--- config.mk ---
export PLATFORM = sky130hd
export DESIGN_NAME = ethernet_ipv4_l4_header_parser
export DESIGN_NICKNAME = d
export VERILOG_FILES = /design/src/hw/rtl/eil4hp_pkg.sv /design/src/hw/rtl/ethernet_ipv4_l4_header_parser.sv
export SDC_FILE = /design/constraint.sdc
export NUM_CORES = 1
export LEC_CHECK = 0
export CORE_UTILIZATION = 25
export CTS_CLUSTER_DIAMETER = 50
export DETAILED_ROUTE_END_ITERATION = 16
export DONT_BUFFER_PORTS = 1
export PLACE_DENSITY = 0.43
export SKIP_LAST_GASP = 1
export SLEW_MARGIN = 5
export SYNTH_ARGS = -nofsm -noshare
export SYNTH_HDL_FRONTEND = slang
export SYNTH_SLANG_ARGS = --single-unit
--- constraint.sdc ---
create_clock -name clock -period 4.3 [get_ports clock]
set_input_delay 0.86 -clock clock [delete_from_list [all_inputs] [get_ports clock]]
set_output_delay 0.86 -clock clock [all_outputs]
set_load 0.01 [all_outputs]
--- src/hw/rtl/eil4hp_pkg.sv ---
package eil4hp_pkg;

   localparam int REQ_TDATA_W = 8;
   localparam int RSP_TDATA_W = 56;

   localparam int COUNT_W = 7;
   localparam logic [COUNT_W-1:0] COUNT_MAX = 7'd127;

   // Byte offsets within the frame, counted from zero.
   localparam logic [COUNT_W-1:0] OFS_ETYPE_HI = 7'd12;
   localparam logic [COUNT_W-1:0] OFS_ETYPE_LO = 7'd13;
   localparam logic [COUNT_W-1:0] OFS_IHL      = 7'd14;
   localparam logic [COUNT_W-1:0] OFS_PROTO    = 7'd23;
   localparam logic [COUNT_W-1:0] OFS_SRC_FIRST = 7'd26;
   localparam logic [COUNT_W-1:0] OFS_SRC_LAST  = 7'd29;
   localparam logic [COUNT_W-1:0] OFS_PORT_BASE = 7'd16;

   // Length thresholds, compared against an 8-bit frame length; IHL_MIN bounds the 4-bit IHL.
   localparam logic [7:0] ETH_HDR_LEN    = 8'd14;
   localparam logic [7:0] IPV4_MIN_FRAME = 8'd34;
   localparam logic [7:0] TCP_HDR_LEN    = 8'd20;
   localparam logic [7:0] UDP_HDR_LEN    = 8'd8;
   localparam logic [3:0] IHL_MIN        = 4'd5;

   localparam logic [15:0] ETHERTYPE_IPV4 = 16'h0800;
   localparam logic [7:0]  PROTO_TCP      = 8'd6;
   localparam logic [7:0]  PROTO_UDP      = 8'd17;

   typedef enum logic [1:0] {
      TRANSPORT_OTHER = 2'd0,
      TRANSPORT_TCP   = 2'd1,
      TRANSPORT_UDP   = 2'd2
   } transport_type;

   localparam logic VERDICT_PASS = 1'b0;
   localparam logic VERDICT_DROP = 1'b1;

   // Result word layout, highest bit first.
   typedef struct packed {
      logic [4:0]    pad;
      logic [15:0]   destination_port;
      logic [31:0]   source_address;
      transport_type transport;
      logic          verdict;
   } rsp_word_type;

endpackage

--- src/hw/rtl/ethernet_ipv4_l4_header_parser.sv ---
// Channel  Dir  Signals                        Word contents (low bit first)
// req      in   req_tvalid/tready/tdata/tlast  tdata[7:0] data_byte; tlast last_byte
// rsp      out  rsp_tvalid/tready/tdata        tdata[0] verdict, [2:1] transport,
//                                              [34:3] source_address,
//                                              [50:35] destination_port, [55:51] zero
// One frame byte is accepted per cycle unless a last byte waits on a stalled
// result. A byte is first held in the input register; the verdict for the last
// byte of a frame is loaded into the result register as that byte moves on.
// Reset is synchronous and clears the byte counter, the captured fields and
// both valid flags. A stalled result only holds up the input register when it
// carries another last byte; ordinary bytes keep flowing underneath it.
module ethernet_ipv4_l4_header_parser (
   input  logic                                clock,
   input  logic                                reset,
   input  logic                                req_tvalid,
   output logic                                req_tready,
   input  logic [eil4hp_pkg::REQ_TDATA_W-1:0]  req_tdata,   // [7:0] data_byte
   input  logic                                req_tlast,
   output logic                                rsp_tvalid,
   input  logic                                rsp_tready,
   output logic [eil4hp_pkg::RSP_TDATA_W-1:0]  rsp_tdata    // verdict, transport,
                                                            // source_address,
                                                            // destination_port, pad
);
   import eil4hp_pkg::*;

   // Input register.
   logic                   s1_valid_ff, s1_valid_in;
   logic [REQ_TDATA_W-1:0] s1_data_ff;
   logic                   s1_last_ff;

   // Parser state.
   logic [COUNT_W-1:0] byte_count_ff, byte_count_in;
   logic [15:0]        ether_type_ff, ether_type_in;
   logic [3:0]         header_words_ff, header_words_in;
   logic [7:0]         ip_protocol_ff, ip_protocol_in;
   logic [31:0]        src_ip_ff, src_ip_in;
   logic [15:0]        dst_port_ff, dst_port_in;

   // Result register.
   logic         rsp_valid_ff, rsp_valid_in;
   rsp_word_type rsp_word_ff, rsp_word_in;

   logic               advance;
   logic               load_rsp;
   logic               req_accept;
   logic [COUNT_W-1:0] idx;
   logic [COUNT_W-1:0] port_at;
   logic [7:0]         frame_len;
   logic [7:0]         ip_hdr_end;
   logic [7:0]         need_len;

   // The input register moves on unless it holds a last byte while the
   // result register is full and stalled.
   assign advance    = !s1_valid_ff || !s1_last_ff || !rsp_valid_ff || rsp_tready;
   assign load_rsp   = s1_valid_ff && s1_last_ff && advance;
   assign req_tready = advance;
   assign req_accept = req_tvalid && req_tready;

   assign idx     = byte_count_ff;
   assign port_at = OFS_PORT_BASE + {1'b0, header_words_ff, 2'b00};

   always_comb begin
      s1_valid_in = s1_valid_ff;
      if (req_accept) begin
         s1_valid_in = 1'b1;
      end else if (advance) begin
         s1_valid_in = 1'b0;
      end
   end

   always_comb begin
      ether_type_in   = ether_type_ff;
      header_words_in = header_words_ff;
      ip_protocol_in  = ip_protocol_ff;
      src_ip_in       = src_ip_ff;
      dst_port_in     = dst_port_ff;

      if (idx == OFS_ETYPE_HI || idx == OFS_ETYPE_LO) begin
         ether_type_in = {ether_type_ff[7:0], s1_data_ff};
      end
      if (idx == OFS_IHL) begin
         header_words_in = s1_data_ff[3:0];
      end
      if (idx == OFS_PROTO) begin
         ip_protocol_in = s1_data_ff;
      end
      if (idx >= OFS_SRC_FIRST && idx <= OFS_SRC_LAST) begin
         src_ip_in = {src_ip_ff[23:0], s1_data_ff};
      end
      // The port offset follows the IHL captured on an earlier byte.
      if (idx > OFS_IHL && (idx == port_at || idx == port_at + 7'd1)) begin
         dst_port_in = {dst_port_ff[7:0], s1_data_ff};
      end

      byte_count_in = (idx < COUNT_MAX) ? idx + 7'd1 : COUNT_MAX;
   end

   always_comb begin
      frame_len  = {1'b0, idx} + 8'd1;
      ip_hdr_end = ETH_HDR_LEN + {2'b00, header_words_in, 2'b00};
      case (ip_protocol_in)
         PROTO_TCP: need_len = ip_hdr_end + TCP_HDR_LEN;
         default:   need_len = ip_hdr_end + UDP_HDR_LEN;
      endcase

      rsp_word_in                  = '0;
      rsp_word_in.verdict          = VERDICT_PASS;
      rsp_word_in.transport        = TRANSPORT_OTHER;
      if (frame_len < ETH_HDR_LEN) begin
         rsp_word_in.verdict = VERDICT_DROP;
      end else if (ether_type_in != ETHERTYPE_IPV4) begin
         rsp_word_in.verdict = VERDICT_PASS;
      end else if (frame_len < IPV4_MIN_FRAME || header_words_in < IHL_MIN) begin
         rsp_word_in.verdict = VERDICT_DROP;
      end else if (ip_protocol_in == PROTO_TCP || ip_protocol_in == PROTO_UDP) begin
         rsp_word_in.transport = (ip_protocol_in == PROTO_TCP) ? TRANSPORT_TCP
                                                               : TRANSPORT_UDP;
         if (frame_len < need_len) begin
            rsp_word_in.verdict = VERDICT_DROP;
         end else begin
            rsp_word_in.source_address   = src_ip_in;
            rsp_word_in.destination_port = dst_port_in;
         end
      end
   end

   always_comb begin
      rsp_valid_in = rsp_valid_ff;
      if (load_rsp) begin
         rsp_valid_in = 1'b1;
      end else if (rsp_tready) begin
         rsp_valid_in = 1'b0;
      end
   end

   always_ff @(posedge clock) begin
      if (reset) begin
         s1_valid_ff     <= 1'b0;
         rsp_valid_ff    <= 1'b0;
         byte_count_ff   <= '0;
         ether_type_ff   <= '0;
         header_words_ff <= '0;
         ip_protocol_ff  <= '0;
         src_ip_ff       <= '0;
         dst_port_ff     <= '0;
      end else begin
         s1_valid_ff  <= s1_valid_in;
         rsp_valid_ff <= rsp_valid_in;
         if (s1_valid_ff && advance) begin
            if (s1_last_ff) begin
               // End of frame: all captured state goes back to its reset values.
               byte_count_ff   <= '0;
               ether_type_ff   <= '0;
               header_words_ff <= '0;
               ip_protocol_ff  <= '0;
               src_ip_ff       <= '0;
               dst_port_ff     <= '0;
            end else begin
               byte_count_ff   <= byte_count_in;
               ether_type_ff   <= ether_type_in;
               header_words_ff <= header_words_in;
               ip_protocol_ff  <= ip_protocol_in;
               src_ip_ff       <= src_ip_in;
               dst_port_ff     <= dst_port_in;
            end
         end
      end
   end

   always_ff @(posedge clock) begin
      if (req_accept) begin
         s1_data_ff <= req_tdata;
         s1_last_ff <= req_tlast;
      end
      if (load_rsp) begin
         rsp_word_ff <= rsp_word_in;
      end
   end

   assign rsp_tvalid = rsp_valid_ff;
   assign rsp_tdata  = rsp_word_ff;

   // A dropped frame never reports an address or a port.
   a_drop_no_fields: assert property (@(posedge clock) disable iff (reset)
      rsp_valid_ff && rsp_word_ff.verdict == VERDICT_DROP |->
         rsp_word_ff.source_address == '0 && rsp_word_ff.destination_port == '0)
      else $error("dropped frame carries address or port");

   // Address and port are only reported for TCP or UDP.
   a_other_no_fields: assert property (@(posedge clock) disable iff (reset)
      rsp_valid_ff && rsp_word_ff.transport == TRANSPORT_OTHER |->
         rsp_word_ff.source_address == '0 && rsp_word_ff.destination_port == '0)
      else $error("non-transport frame carries address or port");

   // The parser state is cleared after the last byte of a frame.
   a_clear_after_last: assert property (@(posedge clock) disable iff (reset)
      load_rsp |=> byte_count_ff == '0 && header_words_ff == '0 && ether_type_ff == '0)
      else $error("parser state not cleared after frame end");

   // A last byte held in the input register is never lost behind a stall.
   a_last_held: assert property (@(posedge clock) disable iff (reset)
      s1_valid_ff && s1_last_ff && !advance |=> s1_valid_ff && s1_last_ff)
      else $error("stalled last byte left the input register");

endmodule
## After elaboration in Yosys (flattened, before gate mapping)

Index checks and enable logic that the tools add are counted.

- Register bits after elaboration: 145
- Input port bits: 13
- Output and inout port bits: 58
- Logic and storage cells: 81

- Add/sub/neg operators: 7
- $lt $le $gt $ge: 8
- Eq/ne operators: 9
- Muxes and demuxes: 22
- Bitwise logic cells: 1
- Reduce and logical (&&, ||, !) cells: 20

Operators by type and width:

| operator | number |
|---|---|
| 16-bit two-way mux | 4 |
| 32-bit two-way mux | 2 |
| 8-bit two-way mux | 3 |
| 7-bit by 4-bit == test with 1-bit output, second input constant | 3 |
| 16-bit by 12-bit inequality test with 1-bit output, second input constant | 1 |
| 7-bit by 1-bit adder with 7-bit output, second input constant | 2 |
| 7-bit == test | 2 |
| 7-bit two-way mux | 2 |
| 7-bit by 1-bit adder with 8-bit output, second input constant | 1 |
| 7-bit by 4-bit adder with 8-bit output, second input constant | 1 |
| 7-bit by 5-bit adder with 8-bit output, second input constant | 1 |
| 8-bit by 3-bit == test with 1-bit output, second input constant | 1 |
| 8-bit by 5-bit == test with 1-bit output, second input constant | 1 |
| 8-bit by 4-bit less-than comparator with 1-bit output, second input constant | 1 |
| 8-bit by 6-bit less-than comparator with 1-bit output, second input constant | 1 |
| 8-bit less-than comparator | 1 |
| 1-bit two-way mux | 8 |
| 4-bit two-way mux | 2 |
| 4-bit by 6-bit adder with 7-bit output, first input constant | 1 |
| 5-bit by 6-bit adder with 7-bit output, first input constant | 1 |
| 7-bit by 5-bit == test with 1-bit output, second input constant | 1 |
| 7-bit by 5-bit >= comparator with 1-bit output, second input constant | 1 |
| 7-bit by 4-bit > comparator with 1-bit output, second input constant | 1 |
| 7-bit by 5-bit less-or-equal comparator with 1-bit output, second input constant | 1 |
| 10 further kinds | 24 |

## Longest topological paths before layout

- Word-level depth: 10
- Mapped depth: 22
- Depth with buffers taken out: 18

## Worst setup path after synthesis

Ideal clock, no wire load.

- Kind: register to register
- From: register byte_count_ff[2]
- To: register rsp_word_ff, in the netlist rsp_tdata[29], data pin
- Arrival: 4,105 ps
- Path slack: -77 ps
- Stages on the path, launching flop included: 22
- Clock period less this slack: 4,377 ps
- Path through: dfxtp_1 buf_2 nand4bb_1 nor3_2 mux2_2 inv_1 ha_1 nor2b_1 o2111ai_1 nand2_1 ha_1 a32o_1 mux2i_1 xnor2_1 ha_1 o21ai_0 nand2b_1 a31oi_1 nand2b_1 buf_4 buf_4 nor4_2

- Longest elaborated chain between the ends: 7
- Elaborated cells on any way between the ends: 28
- Those cells by class: add/sub (4); order compare (6); eq/ne (7); mux (5); bitwise (1); reduce/logical (5)

RTL lines:

| item | line | RTL |
|---|---|---|
| from (decl) | ethernet_ipv4_l4_header_parser.sv:33 | `logic [COUNT_W-1:0] byte_count_ff, byte_count_in;` |
| from (signal assigned) | ethernet_ipv4_l4_header_parser.sv:160 | `byte_count_ff <= byte_count_in;` |
| 7-bit by 4-bit == test with 1-bit output | ethernet_ipv4_l4_header_parser.sv:82 | `if (idx == OFS_IHL) begin` |
| 4-bit two-way mux | ethernet_ipv4_l4_header_parser.sv:82 |  |
| 4-bit by 6-bit adder with 7-bit output | ethernet_ipv4_l4_header_parser.sv:101 | `ip_hdr_end = ETH_HDR_LEN + {2'b00, header_words_in, 2'b00};` |
| 7-bit by 4-bit adder with 8-bit output / 7-bit by 5-bit adder with 8-bit output (equally long branches) | ethernet_ipv4_l4_header_parser.sv:104, ethernet_ipv4_l4_header_parser.sv:103 |  |
| 8-bit two-way mux | ethernet_ipv4_l4_header_parser.sv:102 | `case (ip_protocol_in)` |
| 8-bit less-than comparator | ethernet_ipv4_l4_header_parser.sv:119 | `if (frame_len < need_len) begin` |
| 5-bit OR reduction (no source line) | -- |  |
| to (signal assigned) | ethernet_ipv4_l4_header_parser.sv:177 | `rsp_word_ff <= rsp_word_in;` |
| to (decl) | ethernet_ipv4_l4_header_parser.sv:42 | `rsp_word_type rsp_word_ff, rsp_word_in;` |

Several ways; a longest one is shown, not always the timed one.
A chain may end at the register's enable or synchronous reset.

## Final worst setup path

- From: register byte_count_ff[6]
- To: register rsp_word_ff, in the netlist rsp_tdata[50], data pin

Same word-level chain as after synthesis.

==> impl_metrics.ini <==
[drt]
wl_mm = 19.6
dr.pass1.iters = 5
ant_nets = 0
drt-initial-drc-count = 393
drc = 0
vias_per_cell = 5.05
vias = 5254
wl_per_cell_um = 18.8

[run]
drv_cap = 0

[final_layout]
stdcell_count = 1040
nNetsFinal = 677
antenna_cells = 0
final_area_sq_um = 8310
drive_above_1_share = 0.195
final.fill_count = 2843
synthToLayoutAreaGrowth_pct = 17.4

[floorplanning]
die_area_sq_um = 29000
start_util = 0.254
fp-row-count = 61
pin_count = 71
dieWidth_um = 170
coreArea_sq_um = 27900
fp.dieH_um = 170

[clocking]
cts_tree = done
clock_sink_count = 145
clk_pin_slew_ps = 70
clk_latency_ps = 420
holdBufCountCts = 0
clock_tree.root_cell = clkbuf_16
numCtsBuffers = 17
clockBufferDepth = 2
htree_num_levels = 4

[logic_synthesis]
synth_seq_area_share = 0.495
syn_area_sq_um = 7080
synth_edf_count = 60
ys.flop_type = dfxtp_1
yosys-top-cells-count = dfxtp_1, nor2_1, edfxtp_1
yosys-top-cells-area = edfxtp_1, dfxtp_1, mux2i_1, a22oi_1, nor2_1
yosysWarnings = 0
yosysTopAreaCell = edfxtp_1
yosys_register_bits = 145
synth_most_common_cell = dfxtp_1
syn_area_per_cell_sq_um = 10.9
ys_async_sr_fraction = 0
yosysTopAreaCellShare = 0.254
syn_inst = 651
ys_types = 67

[global_routing]
grt_start_max_net_pins = 71
grt_pass1_vias = 4995
gr-total-overflow = 0
track_usage = 0.133
grt_pass1_wl_mm = 29.5
antenna_found_initial = 0

[pwr]
p_total_mw = 2.91
p_leak_nw = 3.03
power.density_nw_per_um2 = 350
vdd_drop_max_v = 0.000268

[placement]
dpl.cell_count = 998
place_congestion = 0.861
place_area_sq_um = 7510
io_buffers = 0
hpwlAfterDp_mm = 12.5

[hold_path]
min_path_type = flop to flop
whs_path_depth = 1

[worst_setup_path]
reg2reg_depth = 19
critPathMaxFanout = 8
crit_type = flop to flop
cp-start-kind = flop
required_ps = 4430
endpoint_kind = flop
crit_arrival_ps = 4200

[status]
status = completed

[sta]
finalSetupViolations = 0
slew_viol_final = 0
maxSlewHeadroom = 0.208
hold_viol_final = 0
skew_ps = 13.7
fmax_mhz = 246
fin_crit_ps = 4070
fin_crit_sh = 0.946
tightestPinTransition_ps = 1180
[worst max-delay path, stage by stage, from the launching register on]
cell and delay [ps]:
dfxtp_2 340, nand4bb_4 270, nor3_4 160, mux2_2 390, inv_4 90, ha_4 150
nor2b_1 80, o2111ai_2 200, nand2_1 100, ha_1 230, a32o_1 240, mux2i_1 170
xnor2_1 150, ha_1 260, o21ai_1 130, nand2b_1 80, a31oi_2 180, nand2b_4 300
clkbuf_16 210, nor4_2 50
[final timing paths]
kind / from / slack (ps) / end
max: byte_count_ff[6]$_SDFFE_PP0P_ / 230 / rsp_tdata[50]$_SDFFCE_PP0P_
min: dst_port_ff[12]$_SDFFE_PP0P_ / 500 / dst_port_ff[12]$_SDFFE_PP0P_
max reg2reg: byte_count_ff[6]$_SDFFE_PP0P_ / 230 / rsp_tdata[50]$_SDFFCE_PP0P_
min reg2reg: dst_port_ff[12]$_SDFFE_PP0P_ / 500 / dst_port_ff[12]$_SDFFE_PP0P_
[power breakdown]
group	total (mW)	leakage (nW)	switching, mW	internal [mW]
sequential	1.45	1.33	0.0127	1.44
clock	1.39	0.266	0.625	0.763
combinational	0.0693	1.43	0.0525	0.0168
[cell families after synthesis]
kind of cell,count (synthesis),synth area share
AO/OA/AOI/OAI,135,0.147
XOR/XNOR,12,0.0148
adder cells (fa/ha/maj),15,0.0265
buffers and inverters,80,0.0574
flip-flops,145,0.495
multiplexers,60,0.0857
other,1,0.000530
AND/OR/NAND/NOR,203,0.174
[cell type report]
type                    count  area, sq um  area share
flip-flops and latches    145         3510       0.422
multi-input cells         430         3330       0.401
well taps                 378          473      0.0569
clock buffers              19          443      0.0533
repair buffers             40          393      0.0473
clock inverters            13          106      0.0128
inverters                  15         58.8     0.00707
[timing repair]
action,in CTS,in global routing
gates resized for setup,2,22
buffers inserted,0,4
setup endpoints to repair,2,49
cloned,0,6
pin swaps,0,6
[per-layer routing]
metal  track usage  wire length [um]  vias up
met5             0                 0        -
met4        0.0368               258        0
met3        0.0272               754       23
met2         0.222              9830      145
met1         0.172              8700     2606
li1              -                 -     2480
[sequential cells by signal, indices dropped and copies added, names as in the netlist]
signal	flops
s1_data_ff	8
dst_port_ff	16
header_words_ff	4
ether_type_ff	16
rsp_tdata	51
byte_count_ff	7
s1_valid_ff	1
rsp_tvalid	1
src_ip_ff	32
s1_last_ff	1
ip_protocol_ff	8
[through the flow]
stage          setup WS, ps  TNS [ps]  hold WS, ps   util
5_1_grt               -14.8      -175          504  0.298
4_1_cts                16.0         0          495  0.290
6_report                233         0          498  0.298
2_1_floorplan          6.56         0          458      -
3_3_place_gp           78.0         0          473  0.270
3_5_place_dp          -26.5     -26.5          485  0.270
[placed cells by master (no fill, tap or decap), drive strengths merged, types with 4 or more instances in the layout]
cell type,Yosys,final
mux2i,55,55
ha,15,15
nor4bb,5,5
conb,1,5
nand3,6,6
clkbuf,30,22
a31oi,5,5
a21oi,12,12
a32o,17,17
dfxtp,85,85
a22oi,57,57
clkinv,1,9
o21ai,10,10
a211oi,4,4
nor2b,8,8
nand2b,5,5
nor2,78,78
edfxtp,60,60
nor3,11,11
nor4,52,52
mux2,5,5
nand2,16,16
and2,4,4
nand4,8,8
inv,14,17
xnor2,10,10
buf,35,37
Power figures use the tool's default switching activity.
